<file path="src/dtd_pkg.sv">
package dtd_pkg;

  localparam int CountW = 16;

  // Sequencer stages of one character.
  localparam logic [1:0] STG_IDLE = 2'd0;
  localparam logic [1:0] STG_TONE = 2'd1;
  localparam logic [1:0] STG_POST = 2'd2;
  localparam logic [1:0] STG_GAP  = 2'd3;

  // Configuration register indexes.
  localparam logic [1:0] REG_TONE_LEN  = 2'd0;
  localparam logic [1:0] REG_POST_GAP  = 2'd1;
  localparam logic [1:0] REG_DIGIT_GAP = 2'd2;
  localparam logic [1:0] REG_SIGNED    = 2'd3;

  localparam logic [CountW-1:0] TONE_LEN_RST  = CountW'(2800);
  localparam logic [CountW-1:0] POST_GAP_RST  = CountW'(1200);
  localparam logic [CountW-1:0] DIGIT_GAP_RST = CountW'(800);

  localparam int SampleRate = 8000;

  // Phase increments per sample, (freq * 65536) / 8000.
  localparam logic [15:0] STEP_697  = 16'((697 * 65536) / SampleRate);
  localparam logic [15:0] STEP_770  = 16'((770 * 65536) / SampleRate);
  localparam logic [15:0] STEP_852  = 16'((852 * 65536) / SampleRate);
  localparam logic [15:0] STEP_941  = 16'((941 * 65536) / SampleRate);
  localparam logic [15:0] STEP_1209 = 16'((1209 * 65536) / SampleRate);
  localparam logic [15:0] STEP_1336 = 16'((1336 * 65536) / SampleRate);
  localparam logic [15:0] STEP_1477 = 16'((1477 * 65536) / SampleRate);

  // Sine polynomial coefficients in Q16.
  localparam logic signed [19:0] COEF_0 = 20'sd205824;
  localparam logic signed [19:0] COEF_1 = 20'sd1328;
  localparam logic signed [19:0] COEF_2 = -20'sd348991;
  localparam logic signed [19:0] COEF_3 = 20'sd35696;
  localparam logic signed [19:0] COEF_4 = 20'sd117984;

  typedef struct packed {
    logic [1:0]        stage;
    logic [CountW-1:0] cnt;
  } seq_t;

  typedef struct packed {
    logic       hit;
    logic [3:0] idx;
  } key_t;

  function automatic logic signed [19:0] poly_coef(input logic [2:0] i);
    logic signed [19:0] c;
    case (i)
      3'd0:    c = COEF_0;
      3'd1:    c = COEF_1;
      3'd2:    c = COEF_2;
      3'd3:    c = COEF_3;
      3'd4:    c = COEF_4;
      default: c = '0;
    endcase
    return c;
  endfunction

  function automatic logic [15:0] row_step(input logic [3:0] k);
    logic [15:0] s;
    case (k)
      4'd1, 4'd2, 4'd3:    s = STEP_697;
      4'd4, 4'd5, 4'd6:    s = STEP_770;
      4'd7, 4'd8, 4'd9:    s = STEP_852;
      4'd0, 4'd10, 4'd11:  s = STEP_941;
      default:             s = '0;
    endcase
    return s;
  endfunction

  function automatic logic [15:0] col_step(input logic [3:0] k);
    logic [15:0] s;
    case (k)
      4'd1, 4'd4, 4'd7, 4'd10: s = STEP_1209;
      4'd0, 4'd2, 4'd5, 4'd8:  s = STEP_1336;
      4'd3, 4'd6, 4'd9, 4'd11: s = STEP_1477;
      default:                 s = '0;
    endcase
    return s;
  endfunction

  function automatic key_t key_decode(input logic [7:0] c);
    key_t k;
    k.hit = 1'b0;
    k.idx = '0;
    if (c >= 8'h30 && c <= 8'h39) begin
      k.hit = 1'b1;
      k.idx = 4'(c - 8'h30);
    end else if (c == 8'h2A) begin
      k.hit = 1'b1;
      k.idx = 4'd10;
    end else if (c == 8'h23) begin
      k.hit = 1'b1;
      k.idx = 4'd11;
    end
    return k;
  endfunction

  // Skips every stage whose count is zero; the stages always run in order.
  function automatic seq_t seq_advance(input seq_t s, input logic [CountW-1:0] post,
                                       input logic [CountW-1:0] gap);
    seq_t r;
    r = s;
    if (r.stage == STG_TONE && r.cnt == '0) begin
      r.stage = STG_POST;
      r.cnt   = post;
    end
    if (r.stage == STG_POST && r.cnt == '0) begin
      r.stage = STG_GAP;
      r.cnt   = gap;
    end
    if (r.stage == STG_GAP && r.cnt == '0) begin
      r.stage = STG_IDLE;
    end
    return r;
  endfunction

endpackage

</file>
<file path="src/dtmf_tone_dialer.sv">
// DTMF dialer producing one 8-bit audio sample for every 8 kHz tick.
// Input channel: one beat per tick carries char_valid and char_code. A key
// ('0'-'9', '*', '#') offered while the dialer is idle starts its dual tone
// for tone_len samples, then post_tone_gap and digit_gap samples of silence;
// any other character gives digit_gap samples of silence. Characters offered
// while a sequence is playing are dropped, but the tick still yields a sample.
// Output channel: exactly one beat per input beat, holding sample_byte,
// busy_res and tone_on. A silent sample is registered and ready in the cycle
// after its tick is taken. A tone sample is ready once both sines have run in
// turn through one shared 20x17 multiplier, each in a fold state and then a
// run of multiply and accumulate steps, and a mix state has combined them.
// With no output stall a silent tick can be taken every cycle.
// The input is stalled while a sample is in the works or while an earlier
// sample waits on a stalled output, so one tick is handled at a time.
// Configuration: cfg_ready is always high; registers should be written only
// while no tick is in the works. signed_samples is sampled when each byte is
// formed.
// Reset clears the sequencer to idle, zeroes both phase accumulators, drops
// any pending output beat and loads the register defaults.
module dtmf_tone_dialer
  import dtd_pkg::*;
(
  input  logic              clk,
  input  logic              rst,
  input  logic              in_valid,
  output logic              in_stall,
  input  logic              char_valid,
  input  logic [7:0]        char_code,
  output logic              out_valid,
  input  logic              out_stall,
  output logic [7:0]        sample_byte,
  output logic              busy_res,
  output logic              tone_on,
  input  logic              cfg_valid,
  output logic              cfg_ready,
  input  logic [1:0]        cfg_index,
  input  logic [15:0]       cfg_data
);

  localparam logic [1:0] ST_IDLE = 2'd0;
  localparam logic [1:0] ST_FOLD = 2'd1;
  localparam logic [1:0] ST_MAC  = 2'd2;
  localparam logic [1:0] ST_MIX  = 2'd3;

  localparam logic [3:0] STEP_LAST = 4'd10;

  logic [CountW-1:0] tone_len, post_tone_gap, digit_gap;
  logic              signed_samples;

  logic [1:0]        seq_stage;
  logic [CountW-1:0] samples_left;
  logic [3:0]        key_index;
  logic [15:0]       row_phase, col_phase;

  logic [1:0]        st;
  logic              pass;
  logic [3:0]        step;
  logic [15:0]       row_work, col_work;
  logic [15:0]       mag;
  logic              neg;
  logic [15:0]       pw;
  logic signed [36:0] prod;
  logic signed [38:0] acc;
  logic signed [15:0] sin_row, sin_col;

  logic in_acc, out_acc;
  logic start;
  key_t key;
  seq_t s_cur, s_start, s_next;
  logic play, is_tone;
  logic [3:0]  key_use;
  logic [15:0] row_use, col_use;
  logic [7:0]  silence;

  assign cfg_ready = 1'b1;
  assign out_acc   = out_valid && !out_stall;
  assign in_stall  = (st != ST_IDLE) || (out_valid && out_stall);
  assign in_acc    = in_valid && !in_stall;
  assign silence   = signed_samples ? 8'd0 : 8'd127;

  // Sequencer step for the tick being accepted.
  always_comb begin
    s_cur.stage = seq_stage;
    s_cur.cnt   = samples_left;
    key         = key_decode(char_code);
    start       = (seq_stage == STG_IDLE) && char_valid;
    s_start     = s_cur;
    if (start) begin
      s_start.stage = key.hit ? STG_TONE : STG_GAP;
      s_start.cnt   = key.hit ? tone_len : digit_gap;
      s_start       = seq_advance(s_start, post_tone_gap, digit_gap);
    end
    play       = s_start.stage != STG_IDLE;
    is_tone    = s_start.stage == STG_TONE;
    s_next     = s_start;
    s_next.cnt = s_start.cnt - CountW'(1);
    s_next     = seq_advance(s_next, post_tone_gap, digit_gap);
    if (!play) begin
      s_next = s_start;
    end
    key_use = (start && key.hit) ? key.idx : key_index;
    row_use = (start && key.hit) ? 16'd0 : row_phase;
    col_use = (start && key.hit) ? 16'd0 : col_phase;
  end

  // Quadrant fold of the phase for the current pass.
  logic [15:0] fold_ph, fold_m;
  always_comb begin
    fold_ph = pass ? col_work : row_work;
    fold_m  = fold_ph[15] ? 16'(17'h10000 - {1'b0, fold_ph}) : fold_ph;
    if (fold_ph == 16'h8000) begin
      fold_m = '0;
    end
    if (fold_m >= 16'h4000) begin
      fold_m = 16'h8000 - fold_m;
    end
  end

  // Shared multiplier operand selection.
  logic signed [19:0] mul_a;
  logic [15:0]        mul_b;
  logic [15:0]        prod_pow;
  logic signed [36:0] mul_p;
  assign prod_pow = prod[30:15];
  always_comb begin
    if (step == 4'd0) begin
      mul_a = poly_coef(3'd0);
      mul_b = mag;
    end else if (step[0]) begin
      mul_a = signed'({4'd0, pw});
      mul_b = mag;
    end else begin
      mul_a = poly_coef(step[3:1]);
      mul_b = prod_pow;
    end
    mul_p = 37'(mul_a) * 37'(signed'({1'b0, mul_b}));
  end

  // Clamp, scale and sign of the finished polynomial.
  logic signed [22:0] acc_sh;
  logic [14:0]        sin_mag;
  logic signed [15:0] sin_val;
  always_comb begin
    acc_sh = 23'(acc >>> 16);
    if (acc < 0) begin
      sin_mag = '0;
    end else if (acc_sh > 23'sd32767) begin
      sin_mag = 15'h7FFF;
    end else begin
      sin_mag = acc_sh[14:0];
    end
    sin_val = neg ? -signed'({1'b0, sin_mag}) : signed'({1'b0, sin_mag});
  end

  // Mix of the two sines into one byte; the scale by 127 is shift and subtract.
  logic signed [16:0] mix_s;
  logic [16:0]        mix_abs;
  logic [23:0]        mix_sv;
  logic [17:0]        mix_u;
  logic [24:0]        mix_uv;
  logic [7:0]         mix_byte;
  always_comb begin
    mix_s   = 17'(sin_row) + 17'(sin_col);
    mix_abs = mix_s[16] ? 17'(-mix_s) : 17'(mix_s);
    mix_sv  = ({7'd0, mix_abs} << 7) - {7'd0, mix_abs};
    mix_u   = 18'(signed'({mix_s[16], mix_s}) + 18'sd65536);
    mix_uv  = ({7'd0, mix_u} << 7) - {7'd0, mix_u};
    if (signed_samples) begin
      mix_byte = mix_s[16] ? 8'(-mix_sv[23:16]) : mix_sv[23:16];
    end else begin
      mix_byte = mix_uv[23:16];
    end
  end

  always_ff @(posedge clk) begin
    if (rst) begin
      tone_len       <= TONE_LEN_RST;
      post_tone_gap  <= POST_GAP_RST;
      digit_gap      <= DIGIT_GAP_RST;
      signed_samples <= 1'b0;
    end else if (cfg_valid && cfg_ready) begin
      unique case (cfg_index)
        REG_TONE_LEN:  tone_len       <= cfg_data;
        REG_POST_GAP:  post_tone_gap  <= cfg_data;
        REG_DIGIT_GAP: digit_gap      <= cfg_data;
        REG_SIGNED:    signed_samples <= cfg_data[0];
        default:       ;
      endcase
    end
  end

  always_ff @(posedge clk) begin
    if (rst) begin
      seq_stage    <= STG_IDLE;
      samples_left <= '0;
      key_index    <= '0;
      row_phase    <= '0;
      col_phase    <= '0;
      st           <= ST_IDLE;
      pass         <= 1'b0;
      step         <= '0;
      out_valid    <= 1'b0;
    end else begin
      if (out_acc) begin
        out_valid <= 1'b0;
      end
      unique case (st)
        ST_IDLE: begin
          if (in_acc) begin
            seq_stage    <= s_next.stage;
            samples_left <= s_next.cnt;
            if (start && key.hit) begin
              key_index <= key.idx;
            end
            if (is_tone) begin
              row_work  <= row_use;
              col_work  <= col_use;
              row_phase <= row_use + row_step(key_use);
              col_phase <= col_use + col_step(key_use);
              pass      <= 1'b0;
              st        <= ST_FOLD;
            end else begin
              if (start && key.hit) begin
                row_phase <= '0;
                col_phase <= '0;
              end
              out_valid   <= 1'b1;
              sample_byte <= silence;
              busy_res    <= play;
              tone_on     <= 1'b0;
            end
          end
        end
        ST_FOLD: begin
          mag  <= fold_m;
          neg  <= fold_ph[15];
          step <= '0;
          st   <= ST_MAC;
        end
        ST_MAC: begin
          // Even steps multiply a coefficient by the newest power, odd steps
          // accumulate that term and form the next power.
          if (step != STEP_LAST) begin
            prod <= mul_p;
            step <= step + 4'd1;
            if (step == 4'd0) begin
              pw <= mag;
            end else if (step[0]) begin
              acc <= (step == 4'd1) ? 39'(prod) : acc + 39'(prod);
            end else begin
              pw <= prod_pow;
            end
          end else if (!pass) begin
            sin_row <= sin_val;
            pass    <= 1'b1;
            st      <= ST_FOLD;
          end else begin
            sin_col <= sin_val;
            st      <= ST_MIX;
          end
        end
        ST_MIX: begin
          out_valid   <= 1'b1;
          sample_byte <= mix_byte;
          busy_res    <= 1'b1;
          tone_on     <= 1'b1;
          st          <= ST_IDLE;
        end
        default: st <= ST_IDLE;
      endcase
    end
  end

endmodule
</file>
<file path="config.mk">
export PLATFORM = sky130hd
export DESIGN_NAME = dtmf_tone_dialer
export DESIGN_NICKNAME = d
export VERILOG_FILES = /design/src/dtd_pkg.sv /design/src/dtmf_tone_dialer.sv
export SDC_FILE = /design/constraint.sdc
export NUM_CORES = 2
export LEC_CHECK = 0
export ABC_AREA = 1
export BUFFER_PORTS_ARGS = -buffer_cell sky130_fd_sc_hd__buf_4
export CORE_MARGIN = 8
export CORE_UTILIZATION = 59
export DETAILED_ROUTE_END_ITERATION = 10
export PLACE_DENSITY_LB_ADDON = 0.2
export REMOVE_ABC_BUFFERS = 1
export SLEW_MARGIN = 0
export SYNTH_ARGS = -nofsm -noshare
export SYNTH_HDL_FRONTEND = slang
export SYNTH_SLANG_ARGS = --single-unit
</file>
<file path="constraint.sdc">
create_clock -name clk -period 8.7 [get_ports clk]
set_input_delay 0.87 -clock clk [delete_from_list [all_inputs] [get_ports clk]]
set_output_delay 0.87 -clock clk [all_outputs]
set_load 0.1 [all_outputs]
</file>
Yosys cells after proc, flatten, opt, wreduce, memory -nomap -nowiden:

Memories as Yosys holds them, arrays and structs flattened.
Cells that the tools add are included.

* register bits: 294
* bits in read-only memories: 384
* input port bits: 32
* logic and storage cells: 197
* memories kept: 2

Memory list
* (no name shown): words 16, bits a word 13, rd ports 1, clocked after memory_dff 0, write ports 0, RTL line dtd_pkg.sv:64 `case (k)`
* (no name shown): words 16, bits a word 11, rd ports 1, clocked after memory_dff 0, write ports 0, RTL line dtd_pkg.sv:76 `case (k)`

* $add $sub $neg: 15
* $mul: 1
* magnitude comparators: 5
* eq/ne operators: 27
* muxes and demuxes: 71
* bitwise operators: 4
* reduce and logical (&&, ||, !) cells: 47

Operators by type and width (number)
* two-way mux 16 bit: 22
* two-way mux 18 bit: 8
* case mux 20 bit (5 select lines): 1
* zero test 16 bit: 6
* two-way mux 20 bit: 2
* adder 39 x 37 -> 39 bit: 1
* < comparator 39 x 1 -> 1 bit (second input constant): 1
* two-way mux 39 bit: 1
* multiplier 20 x 17 -> 37 bit: 1
* adder 16 bit: 2
* two-way mux 8 bit: 4
* two-way mux 15 bit: 2
* AND reduction 4 bit: 6
* subtractor 24 x 17 -> 24 bit: 1
* subtractor 24 x 18 -> 24 bit: 1
* > comparator 23 x 16 -> 1 bit (second input constant): 1
* adder 17 x 18 -> 18 bit (second input constant): 1
* adder 16 x 16 -> 17 bit: 1
* two-way mux 17 bit: 1
* negator 17 bit: 1
* equality test 16 bit (second input constant): 1
* equality test 2 bit (second input constant): 8
* equality test 8 x 6 -> 1 bit (second input constant): 2
* greater-or-equal comparator 16 x 15 -> 1 bit (second input constant): 1
* 37 further kinds: 94

Depth between registers and ports, before layout:

* word-level depth: 28
* gate-level depth with buffers: 46
* depth with buffers taken out: 43

Worst setup path before layout:

Ideal clock, no wire load.

* path kind: register to register
* start: register step[0]
* end: register prod[35], data pin
* library setup time: 0.269 ns
* data arrival time: 8.380 ns
* slack: 0.051 ns
* stages on the path, launching flop included: 38
* path buffers: 4
* cells stage by stage: dfxtp_1 > clkbuf_1 > inv_2 > clkbuf_1 > ha_1 > nand2_1 > inv_1 > nor2_1 > clkbuf_1 > nand2_1 > o21ai_1 > clkbuf_1 > nor2_1 > fa_1 > fa_1 > inv_1 > fa_1 > inv_1 > (+2 left out) > fa_1 > inv_1 > fa_1 > ha_1 > nand2_1 > o31ai_1 > a21oi_1 > o21bai_1 > a21oi_1 > o21ai_0 > a21o_1 > a21oi_1 > o21ai_0 > nand3_1 > nand2_1 > inv_1 > o31ai_1 > xor2_1

* longest elaborated chain between the ends: 3
* elaborated cells on any way between the ends: 6
* those cells by class: mul (1); mux (4); reduce/logical (1)

Ends and longest elaborated chain
* start: declaration: RTL line dtmf_tone_dialer.sv:57 `logic [3:0] step;`
* start signal: assignment: RTL line dtmf_tone_dialer.sv:245 `step <= step + 4'd1;`
* zero test 4 bit, or another cell as far along: RTL line dtmf_tone_dialer.sv:126 `if (step == 4'd0) begin`
* two-way mux 20 bit / two-way mux 16 bit (equally long branches): RTL line dtmf_tone_dialer.sv:126
* multiplier 20 x 17 -> 37 bit *: RTL line dtmf_tone_dialer.sv:136 `mul_p = 37'(mul_a) * 37'(signed'({1'b0, mul_b}));`
* net mul_p[35]: RTL line dtmf_tone_dialer.sv:123 `logic signed [36:0] mul_p;`
* end signal: assignment: RTL line dtmf_tone_dialer.sv:244 `prod <= mul_p;`
* end: declaration: RTL line dtmf_tone_dialer.sv:62 `logic signed [36:0] prod;`

The timed path passes the listed nets; every way through them passes the cells marked *.
A chain may end at the register's enable or synchronous reset.

Worst setup path after layout:

* start: register step[1]
* end: register prod[35], data pin

* longest elaborated chain between the ends: 5
* elaborated cells on any way between the ends: 11
* those cells by class: mul (1); eq/ne (4); mux (4); reduce/logical (2)

Ends and longest elaborated chain
* equality test 3 bit, or another cell as far along: RTL line dtd_pkg.sv:51 `case (i)`
* case mux 20 bit (5 select lines): RTL line dtd_pkg.sv:51
* two-way mux 20 bit: RTL line dtmf_tone_dialer.sv:129 `end else if (step[0]) begin`
* two-way mux 20 bit: RTL line dtmf_tone_dialer.sv:126
* multiplier 20 x 17 -> 37 bit *: RTL line dtmf_tone_dialer.sv:136
* net mul_p[35]: RTL line dtmf_tone_dialer.sv:123

Marked as above.

==> results by group <==
Status
  – Status: finished clean

Critical path
  – Worst path buffer plus inverter count: 8
  – Crit-path leading delay family: adder cells
  – Data arrival, critical path: 8.40 ns
  – Critical path's slowest cell: fa_1
  – Critical Path Source Type: flip-flop
  – CP Capture Type: flip-flop
  – Critical path required time: 8.97 ns
  – Max incr delay on CP: 0.54 ns
  – Kind of critical path: flip-flop to flip-flop
  – Maximum fanout along the worst path: 10

Finish
  – Share of layout cells above drive strength 1: 6.860%
  – # diodes: 0
  – Layout Cells excl Fill: 4645
  – Final nets: 4507
  – Final Cell Area: 33250 um^2
  – Final core occ: 64.55%
  – P&R area growth vs syn: 7.867%

Place
  – Count of input and output buffers: 43
  – DP HPWL: 60.59 mm
  – Placement-stage cell area: 32060 um^2
  – Final Wtd Congestion: 0.9694
  – Inst Count DP: 4581

Clock tree
  – Hold_buf cts: 0
  – Clk sink count: 294
  – Root Driver: clkbuf_16
  – Max Root-Sink Buffers: 3
  – Worst skew pair latency: 0.54 ns
  – H-tree Lvls: 2
  – CTS tree: built
  – CTS Buf Count: 34
  – CTS clk-pin slew, worst paths: 0.06 ns

Die
  – Core outline area: 51510 um^2
  – Initial cell density of the core: 59.84%
  – Die width: 244.6 um
  – # rows: 83
  – Total I/O pin count: 45
  – Die height: 244.6 um
  – Die area: 59810 um^2

Synthesis
  – Avg Inst Size Synth: 7.900 um^2
  – Largest cells by area after synthesis: fa_1 (20%), edfxtp_1 (18%), nand2_1 (9.3%), ha_1 (9.2%), inv_1 (8.5%)
  – Post-synth EDFFs: 183
  – Async SR Flop Fraction: 0%
  – Register area share after synthesis: 25.04%
  – Yosys Warn Count: 0
  – Post-Syn Instances: 3902
  – Largest area contributor in the netlist: fa_1
  – Yosys cell types: 56
  – Mapped cell area: 30820 um^2
  – Share of the synthesized area in the top cell type: 20.07%
  – Yosys reg bits: 294
  – Main synth FF type: edfxtp_1

Global route
  – Initial antenna violation count: 0
  – Vias in the first global route: 24650
  – Wire length of the first global-routing pass: 125.7 mm
  – Total gr overflow: 0
  – GR Util All Layers: 25.41%
  – Largest net degree at the start of global routing: 71

Drt
  – Post-DR wirelength/cell: 16.42 um
  – DR DRC count: 0
  – DR pass1 iterations: 6
  – Via/cell ratio: 5.424
  – Post-DRT Antenna Nets: 0
  – Starting DRT DRC Count: 1869
  – Vias: 25200
  – Post-Route WL: 76.27 mm

Timing
  – RSZ-0062 raised after global routing: true
  – Max Clock Skew: 0.02885 ns
  – Final setup violating endpoints: 0
  – Slew headroom: 20.52%
  – Fin. max-slew vios: 0
  – Worst-margin pin slew: 1.189 ns
  – Top achievable clock speed: 123.1 MHz
  – Final Hold Fails: 0
  – Final period utilization: 93.41%
  – Hold_ws: 0.4534 ns
  – Fin crit period: 8.127 ns

Pwr
  – VDD IR max: 0.0002200 V
  – LEAKAGE: 15.64 nW
  – PnR Total Power: 7.015 mW
  – Cell Pwr Density: 211.0 nW/um^2

Job
  – Max_cap viols: 0

Hold path
  – Hold Path Class: flip-flop to flip-flop
==> placed cells by master (no fill, tap or decap), types with 42 or more instances in the layout <==
| master | Yosys | routed |
|---|---|---|
| nand2_1 | 764 | 764 |
| inv_1 | 698 | 694 |
| nor2_1 | 399 | 395 |
| fa_1 | 309 | 309 |
| a21oi_1 | 252 | 252 |
| o21ai_0 | 232 | 227 |
| ha_1 | 227 | 227 |
| edfxtp_1 | 183 | 183 |
| nand3_1 | 151 | 151 |
| dfxtp_1 | 111 | 111 |
| buf_4 | 1 | 110 |
| xor2_1 | 103 | 103 |
| xnor2_1 | 45 | 45 |
| or2_2 | 42 | 42 |
==> synth_stat cells, drive strengths merged, types with 12 or more instances <==
library cell	count
a21oi	253
buf	16
clkbuf	94
clkinv	12
dfxtp	111
edfxtp	183
fa	309
ha	227
inv	708
nand2	777
nand3	159
nand4	40
nor2	412
nor3	30
o211ai	38
o21ai	250
o21bai	12
or2	42
xnor2	45
xor2	103
==> layout make-up <==
class	count	area, um^2
Multi-Input combinational cell	2778	20000
Timing Repair Buffer	111	845.8
Clock inverter	18	193.9
Inverter	720	2714
Clock buffer	44	929.6
Sequential cell	294	7717
Fill cell	4542	18260
Tap cell	680	850.8
==> repair_timing <==
| item | in CTS | in global routing |
|---|---|---|
| buffers inserted | 0 | 2 |
| gates resized for setup | 0 | 16 |
| setup endpoints to repair | 0 | 9 |
==> metal layers <==
metal | GRT usage [%] | wire length (um) | vias to the layer above
li1 | - | - | 12470
met1 | 34.88 | 34070 | 11900
met2 | 42.96 | 36240 | 711
met3 | 2.987 | 4283 | 117
met4 | 5.608 | 1671 | 0
met5 | 0 | 0 | -
==> path summary, 6_finish.rpt <==
kind                            depth (start not counted)                  endpoint                      from  slack (ns)
worst max-delay path                                   35        prod[35]$_DFFE_PP_      step[1]$_SDFFE_PP0P_        0.57
worst min-delay path                                    2  tone_len[3]$_SDFFE_PP0P_  tone_len[3]$_SDFFE_PP0P_        0.45
worst max register to register                         35        prod[35]$_DFFE_PP_      step[1]$_SDFFE_PP0P_        0.57
worst min register to register                          2  tone_len[3]$_SDFFE_PP0P_  tone_len[3]$_SDFFE_PP0P_        0.45
==> per-stage QoR <==
stage / TNS [ns] / setup WS (ns)
final: 0 / 0.5734
after global placement: 0 / 0.07221
after global routing: -0.006234 / -0.006234
after CTS: 0 / 0.02435
after floorplan: -2.062 / -0.5444
after detailed placement: 0 / 0.02617
==> tightest hold or removal path, stage by stage, from the launching register on <==
cell and delay (ns):
dfxtp_1 0.29, inv_1 0.06, a21oi_1 0.06
==> state kept, by name (all words and copies together) (netlist names), 4 cells and up <==
signal and count:
row_phase 16, col_work 16, tone_len 16, post_tone_gap 16, digit_gap 16, samples_left 16
sample_byte 8, acc 39, mag 16, row_work 16, col_phase 16, prod 37
pw 16, step 4, key_index 4, sin_col 16, sin_row 16
==> logic make-up after synthesis <==
family | share of synthesized area [%]
AOI/OAI and AO/OA | 10.65
xor gates and xnor gates | 4.205
adders and majority gates | 29.28
buffers and inverters | 10.31
DFF | 25.04
muxes | 0.1948
other | 0.01217
and+or+nand+nor | 20.31
==> power breakdown <==
part | leakage (nW) | switching (mW) | internal [mW]
Combinational | 12.5 | 2.42 | 1.33
Clock | 0.557 | 0.609 | 0.855
Sequential | 2.56 | 0.0595 | 1.74
(Power assumes the default switching activity.)
